`src/rtl/core/uartrb_pkg.sv`:
```
// Shared types and constants for the UART receive/transmit ring buffer unit.
package uartrb_pkg;

  // Default ring depths (one slot always stays free)
  localparam int unsigned RX_DEPTH_DEF = 32;
  localparam int unsigned TX_DEPTH_DEF = 32;

  // Item operation codes
  localparam logic [1:0] OP_RX_BYTE  = 2'd0;
  localparam logic [1:0] OP_HOST_RD  = 2'd1;
  localparam logic [1:0] OP_HOST_WR  = 2'd2;
  localparam logic [1:0] OP_TX_READY = 2'd3;

  // Latched error bits: frame, overrun, ring overflow
  localparam int unsigned ERR_FRAME_BIT   = 0;
  localparam int unsigned ERR_OVERRUN_BIT = 1;
  localparam int unsigned ERR_OVERFLOW_BIT = 2;
  localparam logic [2:0]  ERR_NONE        = 3'b000;
  localparam logic [2:0]  ERR_OVERFLOW    = 3'b100;

  // Decoded operation class, one-hot
  typedef struct packed {
    logic rx_byte;
    logic host_rd;
    logic host_wr;
    logic tx_ready;
  } cls_t;

  // Classified item as held in the queue
  typedef struct packed {
    cls_t       cls;
    logic [7:0] data;
    logic       frame_err;
    logic       overrun_err;
  } item_t;

endpackage

```
`src/rtl/core/uartrb_front.sv`:
```
// Front end: accepts items, decodes the operation and queues them for the back end.
module uartrb_front (
  input  logic                clk,
  input  logic                rst_n,
  input  logic                start,
  output logic                busy,
  input  logic [1:0]          in_op,
  input  logic [7:0]          in_data_in,
  input  logic                in_frame_error,
  input  logic                in_overrun_error,
  output logic                q_valid,
  output uartrb_pkg::item_t   q_head
);

  uartrb_pkg::item_t q_mem_r [2];
  logic       q_wptr_r, q_wptr_nxt;
  logic       q_rptr_r, q_rptr_nxt;
  logic [1:0] q_cnt_r,  q_cnt_nxt;
  logic       push, pop;
  uartrb_pkg::cls_t  cls;
  uartrb_pkg::item_t item;

  // Operation decode
  always_comb begin
    cls = '0;
    unique case (in_op)
      uartrb_pkg::OP_RX_BYTE:  cls.rx_byte  = 1'b1;
      uartrb_pkg::OP_HOST_RD:  cls.host_rd  = 1'b1;
      uartrb_pkg::OP_HOST_WR:  cls.host_wr  = 1'b1;
      uartrb_pkg::OP_TX_READY: cls.tx_ready = 1'b1;
      default:                 cls = '0;
    endcase
  end

  assign item = '{cls: cls, data: in_data_in, frame_err: in_frame_error,
                  overrun_err: in_overrun_error};

  // Two-entry queue; the back end drains one item every cycle
  assign busy    = (q_cnt_r == 2'd2);
  assign push    = start && !busy;
  assign q_valid = (q_cnt_r != 2'd0);
  assign pop     = q_valid;
  assign q_head  = q_mem_r[q_rptr_r];

  always_comb begin
    q_wptr_nxt = push ? ~q_wptr_r : q_wptr_r;
    q_rptr_nxt = pop  ? ~q_rptr_r : q_rptr_r;
    q_cnt_nxt  = q_cnt_r + {1'b0, push} - {1'b0, pop};
  end

  always_ff @(posedge clk) begin
    if (!rst_n) begin
      q_wptr_r <= 1'b0;
      q_rptr_r <= 1'b0;
      q_cnt_r  <= 2'd0;
    end else begin
      q_wptr_r <= q_wptr_nxt;
      q_rptr_r <= q_rptr_nxt;
      q_cnt_r  <= q_cnt_nxt;
    end
  end

  // Queue storage, payload only
  always_ff @(posedge clk) begin
    if (push) begin
      q_mem_r[q_wptr_r] <= item;
    end
  end

endmodule

```
`src/rtl/core/uartrb_back.sv`:
```
// Back end: ring pointers, byte stores, error latch and result registers.
module uartrb_back #(
  parameter int unsigned RX_DEPTH = uartrb_pkg::RX_DEPTH_DEF,
  parameter int unsigned TX_DEPTH = uartrb_pkg::TX_DEPTH_DEF
) (
  input  logic              clk,
  input  logic              rst_n,
  input  logic              q_valid,
  input  uartrb_pkg::item_t q_head,
  output logic              out_valid,
  output logic [7:0]        out_read_data,
  output logic              out_no_data,
  output logic              out_err_frame,
  output logic              out_err_overrun,
  output logic              out_err_overflow,
  output logic [7:0]        out_tx_byte,
  output logic              out_tx_valid,
  output logic              out_tx_rejected,
  output logic              out_tx_irq_on
);

  localparam int unsigned RX_AW = (RX_DEPTH > 1) ? $clog2(RX_DEPTH) : 1;
  localparam int unsigned TX_AW = (TX_DEPTH > 1) ? $clog2(TX_DEPTH) : 1;
  localparam logic [RX_AW-1:0] RX_LAST = RX_AW'(RX_DEPTH - 1);
  localparam logic [TX_AW-1:0] TX_LAST = TX_AW'(TX_DEPTH - 1);

  // Byte stores
  logic [7:0] rx_mem [RX_DEPTH];
  logic [7:0] tx_mem [TX_DEPTH];

  logic [RX_AW-1:0] rx_wptr_r, rx_wptr_nxt, rx_rptr_r, rx_rptr_nxt;
  logic [TX_AW-1:0] tx_wptr_r, tx_wptr_nxt, tx_rptr_r, tx_rptr_nxt;
  logic [RX_AW-1:0] rx_wnext, rx_rnext;
  logic [TX_AW-1:0] tx_wnext, tx_rnext;
  logic [2:0] last_err_r, last_err_nxt;
  logic       irq_r, irq_nxt;

  logic       out_valid_r, rd_hit_r, rd_hit_nxt, no_data_r, no_data_nxt;
  logic [2:0] err_out_r, err_out_nxt;
  logic       tx_v_r, tx_v_nxt, tx_rej_r, tx_rej_nxt;
  logic [7:0] rx_q_r, tx_q_r;

  logic rx_full, rx_empty, tx_full, tx_empty;
  logic rx_wr_en, rx_rd_en, tx_wr_en, tx_rd_en;
  uartrb_pkg::cls_t cls;

  assign cls = q_head.cls;

  // Ring status and wrapped next pointers
  assign rx_wnext = (rx_wptr_r == RX_LAST) ? '0 : rx_wptr_r + 1'b1;
  assign rx_rnext = (rx_rptr_r == RX_LAST) ? '0 : rx_rptr_r + 1'b1;
  assign tx_wnext = (tx_wptr_r == TX_LAST) ? '0 : tx_wptr_r + 1'b1;
  assign tx_rnext = (tx_rptr_r == TX_LAST) ? '0 : tx_rptr_r + 1'b1;
  assign rx_full  = (rx_wnext == rx_rptr_r);
  assign rx_empty = (rx_wptr_r == rx_rptr_r);
  assign tx_full  = (tx_wnext == tx_rptr_r);
  assign tx_empty = (tx_wptr_r == tx_rptr_r);

  assign rx_wr_en = q_valid && cls.rx_byte  && !rx_full;
  assign rx_rd_en = q_valid && cls.host_rd  && !rx_empty;
  assign tx_wr_en = q_valid && cls.host_wr  && !tx_full;
  assign tx_rd_en = q_valid && cls.tx_ready && !tx_empty;

  // Next state for pointers, error latch, interrupt enable and result flags
  always_comb begin
    rx_wptr_nxt  = rx_wr_en ? rx_wnext : rx_wptr_r;
    rx_rptr_nxt  = rx_rd_en ? rx_rnext : rx_rptr_r;
    tx_wptr_nxt  = tx_wr_en ? tx_wnext : tx_wptr_r;
    tx_rptr_nxt  = tx_rd_en ? tx_rnext : tx_rptr_r;
    last_err_nxt = last_err_r;
    irq_nxt      = irq_r;
    if (q_valid && cls.rx_byte) begin
      last_err_nxt = rx_full ? uartrb_pkg::ERR_OVERFLOW
                             : {1'b0, q_head.overrun_err, q_head.frame_err};
    end
    if (tx_wr_en) begin
      irq_nxt = 1'b1;
    end
    if (q_valid && cls.tx_ready && tx_empty) begin
      irq_nxt = 1'b0;
    end
    rd_hit_nxt  = rx_rd_en;
    no_data_nxt = cls.host_rd && rx_empty;
    err_out_nxt = cls.host_rd ? last_err_r : uartrb_pkg::ERR_NONE;
    tx_v_nxt    = tx_rd_en;
    tx_rej_nxt  = cls.host_wr && tx_full;
  end

  always_ff @(posedge clk) begin
    if (!rst_n) begin
      rx_wptr_r   <= '0;
      rx_rptr_r   <= '0;
      tx_wptr_r   <= '0;
      tx_rptr_r   <= '0;
      last_err_r  <= uartrb_pkg::ERR_NONE;
      irq_r       <= 1'b0;
      out_valid_r <= 1'b0;
    end else begin
      rx_wptr_r   <= rx_wptr_nxt;
      rx_rptr_r   <= rx_rptr_nxt;
      tx_wptr_r   <= tx_wptr_nxt;
      tx_rptr_r   <= tx_rptr_nxt;
      last_err_r  <= last_err_nxt;
      irq_r       <= irq_nxt;
      out_valid_r <= q_valid;
    end
  end

  // Result flags, loaded with each executed item
  always_ff @(posedge clk) begin
    if (q_valid) begin
      rd_hit_r  <= rd_hit_nxt;
      no_data_r <= no_data_nxt;
      err_out_r <= err_out_nxt;
      tx_v_r    <= tx_v_nxt;
      tx_rej_r  <= tx_rej_nxt;
    end
  end

  // Receive store: write at next write slot, registered read at next read slot
  always_ff @(posedge clk) begin
    if (rx_wr_en) begin
      rx_mem[rx_wnext] <= q_head.data;
    end
    if (rx_rd_en) begin
      rx_q_r <= rx_mem[rx_rnext];
    end
  end

  // Transmit store
  always_ff @(posedge clk) begin
    if (tx_wr_en) begin
      tx_mem[tx_wnext] <= q_head.data;
    end
    if (tx_rd_en) begin
      tx_q_r <= tx_mem[tx_rnext];
    end
  end

  // Result ports; fields that do not apply read as zero
  assign out_valid        = out_valid_r;
  assign out_read_data    = rd_hit_r ? rx_q_r : 8'h00;
  assign out_no_data      = no_data_r;
  assign out_err_frame    = err_out_r[uartrb_pkg::ERR_FRAME_BIT];
  assign out_err_overrun  = err_out_r[uartrb_pkg::ERR_OVERRUN_BIT];
  assign out_err_overflow = err_out_r[uartrb_pkg::ERR_OVERFLOW_BIT];
  assign out_tx_byte      = tx_v_r ? tx_q_r : 8'h00;
  assign out_tx_valid     = tx_v_r;
  assign out_tx_rejected  = tx_rej_r;
  assign out_tx_irq_on    = irq_r;

`ifndef SYNTHESIS
  // Every executed item yields a result strobe in the next cycle
  a_result_follows: assert property (@(posedge clk) disable iff (!rst_n)
    q_valid |=> out_valid_r)
    else $error("executed item produced no result");

  // A stored received byte leaves the receive ring non-empty
  a_rx_not_empty: assert property (@(posedge clk) disable iff (!rst_n)
    rx_wr_en |=> (rx_wptr_r != rx_rptr_r))
    else $error("receive ring empty after store");

  // A read either returns data or reports empty, never both
  a_rd_exclusive: assert property (@(posedge clk) disable iff (!rst_n)
    out_valid_r |-> !(rd_hit_r && no_data_r))
    else $error("read returned data and no_data together");

  // An accepted host write always leaves the interrupt enabled
  a_irq_on_write: assert property (@(posedge clk) disable iff (!rst_n)
    tx_wr_en |=> irq_r)
    else $error("interrupt not enabled after host write");
`endif

endmodule

```
`src/rtl/core/uart_rx_tx_ring_buffers_unit.sv`:
```
// Top level of the UART receive/transmit ring buffer unit.
// Each item (start high while busy is low) is decoded and queued by the front
// end, then executed by the back end, which takes one queued item per clock.
// Its result appears on the out_ ports with out_valid high for exactly one
// cycle, after the item has passed the front-end queue and the back end's
// result registers; the receiver cannot hold results off, so out_valid must
// be sampled every cycle. Items may be issued on every clock: the back end
// drains the two-entry queue at one item per cycle, so busy does not rise in
// practice. The receive and transmit rings each keep one slot free and hold at
// most depth minus one bytes. No clearing pass is needed after reset.
module uart_rx_tx_ring_buffers_unit #(
  parameter int unsigned RX_DEPTH = uartrb_pkg::RX_DEPTH_DEF,
  parameter int unsigned TX_DEPTH = uartrb_pkg::TX_DEPTH_DEF
) (
  input  logic       clk,
  input  logic       rst_n,
  input  logic       start,
  output logic       busy,
  input  logic [1:0] in_op,
  input  logic [7:0] in_data_in,
  input  logic       in_frame_error,
  input  logic       in_overrun_error,
  output logic       out_valid,
  output logic [7:0] out_read_data,
  output logic       out_no_data,
  output logic       out_err_frame,
  output logic       out_err_overrun,
  output logic       out_err_overflow,
  output logic [7:0] out_tx_byte,
  output logic       out_tx_valid,
  output logic       out_tx_rejected,
  output logic       out_tx_irq_on
);

  logic              q_valid;
  uartrb_pkg::item_t q_head;

  uartrb_front u_front (
    .clk              (clk),
    .rst_n            (rst_n),
    .start            (start),
    .busy             (busy),
    .in_op            (in_op),
    .in_data_in       (in_data_in),
    .in_frame_error   (in_frame_error),
    .in_overrun_error (in_overrun_error),
    .q_valid          (q_valid),
    .q_head           (q_head)
  );

  uartrb_back #(
    .RX_DEPTH (RX_DEPTH),
    .TX_DEPTH (TX_DEPTH)
  ) u_back (
    .clk              (clk),
    .rst_n            (rst_n),
    .q_valid          (q_valid),
    .q_head           (q_head),
    .out_valid        (out_valid),
    .out_read_data    (out_read_data),
    .out_no_data      (out_no_data),
    .out_err_frame    (out_err_frame),
    .out_err_overrun  (out_err_overrun),
    .out_err_overflow (out_err_overflow),
    .out_tx_byte      (out_tx_byte),
    .out_tx_valid     (out_tx_valid),
    .out_tx_rejected  (out_tx_rejected),
    .out_tx_irq_on    (out_tx_irq_on)
  );

endmodule
```
`config.mk`:
```
export PLATFORM = sky130hd
export DESIGN_NAME = uart_rx_tx_ring_buffers_unit
export DESIGN_NICKNAME = d
export VERILOG_FILES = /design/src/rtl/core/uartrb_pkg.sv /design/src/rtl/core/uartrb_front.sv /design/src/rtl/core/uartrb_back.sv /design/src/rtl/core/uart_rx_tx_ring_buffers_unit.sv
export SDC_FILE = /design/constraint.sdc
export NUM_CORES = 1
export LEC_CHECK = 0
export BUFFER_PORTS_ARGS = -buffer_cell sky130_fd_sc_hd__buf_2
export CAP_MARGIN = 20
export CORE_UTILIZATION = 50
export CTS_CLUSTER_SIZE = 12
export DETAILED_ROUTE_END_ITERATION = 12
export HOLD_SLACK_MARGIN = 0.12
export MAX_ROUTING_LAYER = met4
export PLACE_DENSITY = 0.68
export SLEW_MARGIN = 20
export SYNTH_ARGS = -nofsm -noshare
export SYNTH_HDL_FRONTEND = slang
export SYNTH_HIERARCHICAL = 1
export SYNTH_SLANG_ARGS = --single-unit
export TNS_END_PERCENT = 20
```
`constraint.sdc`:
```
create_clock -name clk -period 3.78 [get_ports clk]
set_input_delay 0.378 -clock clk [delete_from_list [all_inputs] [get_ports clk]]
set_output_delay 0.378 -clock clk [all_outputs]
set_load 0.01 [all_outputs]
```
==> results.md <==
* Worst-path maximum fanout at 13
* Final Max Slew Viols at 0
* Crit share post-route at 93.72%
* Total CTS buffers at 58
* DR WL/cell at ~24 µm
* Initial Util at around 51%
* Mapped cell area at ~25000 µm²
* EDFF count, synth at about 560
* Die Footprint at around 50000 µm²
* CP Depth at 10
* Detailed Place HPWL at 34710 µm
* Drt via density at between 5 and 6
* Mean post-synth cell area at about 15 µm²
* FP Rows at 80
* Die Ht at between 200 and 250 µm
* First-pass GRT wire length at 86710 µm
* Area Overhead vs Synth at 11.59%
* DIE WIDTH at about 220 µm
* H-tree levels at 2
* Worst EP required at 4030 ps
* CTS clk-pin slew, worst paths at roughly 60 ps
* Core area at 48150 µm²
* CP Class: reg2reg
* RSZ-0062 raised after global routing: yes
* Max-cap violation count at 0
* Final total power at ~13000 µW
* Layout cells sized above 1 at about 15%
* Final setup TNS at 0 ps
* Port bufs at 39
* Largest net degree at the start of global routing at 79
* Clock Skew at about 22 ps
* Net count, final at approximately 1700
* WP buf/inv at 1
* Initial antenna violation count at 0
* Register area share after synthesis at between 70 and 80%
* Clk buf depth at 3
* Initial drt markers at 1380
* Critical path endpoint category: register
* Syn nets at 1645
* Worst hold slack at roughly 330 ps
* Largest area contributor in the netlist: edfxtp_1
* Fill count at ~3700
* GRT overflow at 0
* Worst reg2reg path depth at 10
* Status: completed
* Clk_lat worst skew at between 600 and 700 ps
* CP delay by family, top: simple AND/OR/NAND/NOR gates
* Syn Inst Count at 1618
* DRT Wirelength at 57360 µm
* GPL Wtd Cong at just over 0.9
* Root Buffer: clkbuf_16
* Yosys warns at 6
* DRT Pass-1 Iters at 5
* Leak pwr at just under 0.009 µW
* All-Layer GR Usage at 23.97%
* CTS Sinks at 593
* Ports at 40
* WHS Path Cells at 3
* WP data arrival at 3790 ps
* Synth area leaders: edfxtp_1 (69%), mux2i_1 (4.0%), dfxtp_1 (2.4%), and3_1 (2.0%), mux4_2 (2.0%)
* Pwr dens at 472.8 nW/µm²
* Tmin final at about 3500 ps
* Final setup viols at 0
* CTS tree: done
* Crit-path max cell delay at 550 ps
* Final Hold Vio Count at 0
* Worst setup SP type: register
* Vias at between 10000 and 15000
* Worst slew pin tran at about 940 ps
* Hold WC Path Type: in2reg
* ANT nets after route at 0
* Async SR Flop Fraction at 0%
* #FFs+latches synth at 593
* Rel. slew slack at 37.38%
* VDD IR-drop max at around 0.00041 V
* N_diodes at 0
* Worst path slowest cell: nor2_1
* Top FF cell, synth: edfxtp_1
* Ordered list of cells on the worst path: ha_1 -> and3_1 -> ha_1 -> nor2_1 -> mux2_4 -> xor2_1 -> o311ai_4 -> buf_4 -> or2_1 -> nor2_1
* Vias in the first global route at 14023
* Synth cell types at 64
* Area share of the largest cell type after synthesis at a little under 70%
* F_max at 282.3 MHz
* DRC at 0
[worst paths after layout]
| kind | end | from | slack, ps |
|---|---|---|---|
| min reg2reg | u_back/last_err_r[1]$_SDFFE_PN0P_ | u_back/last_err_r[1]$_SDFFE_PN0P_ | 470 |
| min | u_back/rx_wptr_r[1]$_SDFFE_PN0P_ | rst_n | 330 |
| max | u_back/rx_mem[4][1]$_DFFE_PP_ | u_back/rx_wptr_r[0]$_SDFFE_PN0P_ | 240 |
| max reg2reg | u_back/rx_mem[4][1]$_DFFE_PP_ | u_back/rx_wptr_r[0]$_SDFFE_PN0P_ | 240 |
[flip-flops by register name (all words and copies together), names as in the netlist, 2 cells and up, named ones only]
name and cells:
u_back/err_out_r 3, u_back/rx_q_r 8, u_back/rx_rptr_r 5, u_back/tx_mem 256, u_back/tx_q_r 8, u_back/tx_wptr_r 5
u_back/rx_mem 256, u_front/q_cnt_r 2, u_front/q_mem_r 28, u_back/last_err_r 3, u_back/rx_wptr_r 5, u_back/tx_rptr_r 5
[tightest hold or removal path, cell delays in order]
cell and delay (ps):
buf_2 320, nand2_1 140, o21ai_1 50
[stage by stage]
step / util, % / instances / instance area [µm²] / setup slack, ps
2_1_floorplan: - / 1618 / 24580 / 864.0
5_1_grt: 56.97 / 2397 / 27430 / -21.68
3_3_place_gp: 53.18 / 2283 / 25610 / 404.3
4_1_cts: 56.96 / 2397 / 27430 / 241.4
6_report: 56.97 / 2397 / 27430 / 237.4
3_5_place_dp: 53.18 / 2283 / 25610 / 265.2
[where the power goes]
group / switching (µW) / leakage [µW] / total (µW) / internal (µW)
Combinational: 317 / 0.00262 / 415 / 98.5
Clock: 2300 / 0.000807 / 5230 / 2930
Sequential: 19.2 / 0.00532 / 7320 / 7300
[placed cells by master (no fill, tap or decap), types with 33 or more instances in the layout]
| cell type | instances |
|---|---|
| a21oi_1 | 63 |
| nand3_1 | 58 |
| edfxtp_1 | 563 |
| and3_1 | 80 |
| buf_4 | 69 |
| buf_2 | 39 |
| o21ai_0 | 33 |
| clkbuf_16 | 58 |
| a31oi_1 | 68 |
| mux2i_1 | 97 |
| nor2_1 | 94 |
| o22ai_1 | 44 |
| nand2_1 | 77 |
[layout make-up]
cell class	instances	area (µm²)	area share, %
clock buffers	88	1584	5.775
well taps	656	820.8	2.993
clock inverters	12	95.09	0.3467
multi-input cells	917	6518	23.76
flip-flops and latches	593	17510	63.83
inverters	8	30.03	0.1095
repair buffers	123	873.3	3.184
[kinds of logic (layout without fill, tap and decap cells)]
family / after synthesis / after routing / share of synthesized area [%]
and+or+nand+nor: 466 / 466 / 10.33
muxes: 154 / 154 / 7.788
buffers and inverters: 108 / 231 / 2.362
xor gates and xnor gates: 25 / 25 / 1.105
AOI/OAI and AO/OA: 260 / 260 / 6.577
DFF: 593 / 593 / 71.22
adders and majority gates: 12 / 12 / 0.6108
[cells in the mapped netlist, drive strengths merged (2+ instances only)]
cell and number:
nand4 28, nor3 3, and2 24, nand2 77
inv 6, mux4 22, nor2 100, edfxtp 563
buf 59, clkbuf 41, a22o 4, and3 80
o32ai 2, xnor2 16, a211oi 16, nand3b 7
mux2i 99, or3 4, nand2b 8, nor4b 2
o221ai 2, ha 12, nor2b 16, o21a 3
or2 7, o211ai 14, mux2 33, o21ai 35
a21oi 63, dfxtp 30, xor2 9, clkinv 2
a211o 2, a31oi 69, nand3 58, nor4 14
nor3b 34, o22ai 44
[repair_timing]
item | in CTS | in global routing
endpoints found under the setup margin | 0 | 20
hold buffers | 14 | 0
hold endpoints to repair | 30 | 0
resized for setup | 0 | 1
buffers inserted | 0 | 0
[metal layers]
metal | vias up | track usage, % | share of wire [%]
li1 | 6481 | - | -
met1 | 7172 | 30.21 | 40
met2 | 573 | 39.79 | 50
met3 | 115 | 3.253 | 6.4
met4 | 0 | 8.772 | 3.3
met5 | - | - | 0
No activity file was read; power rests on OpenSTA's default activity.
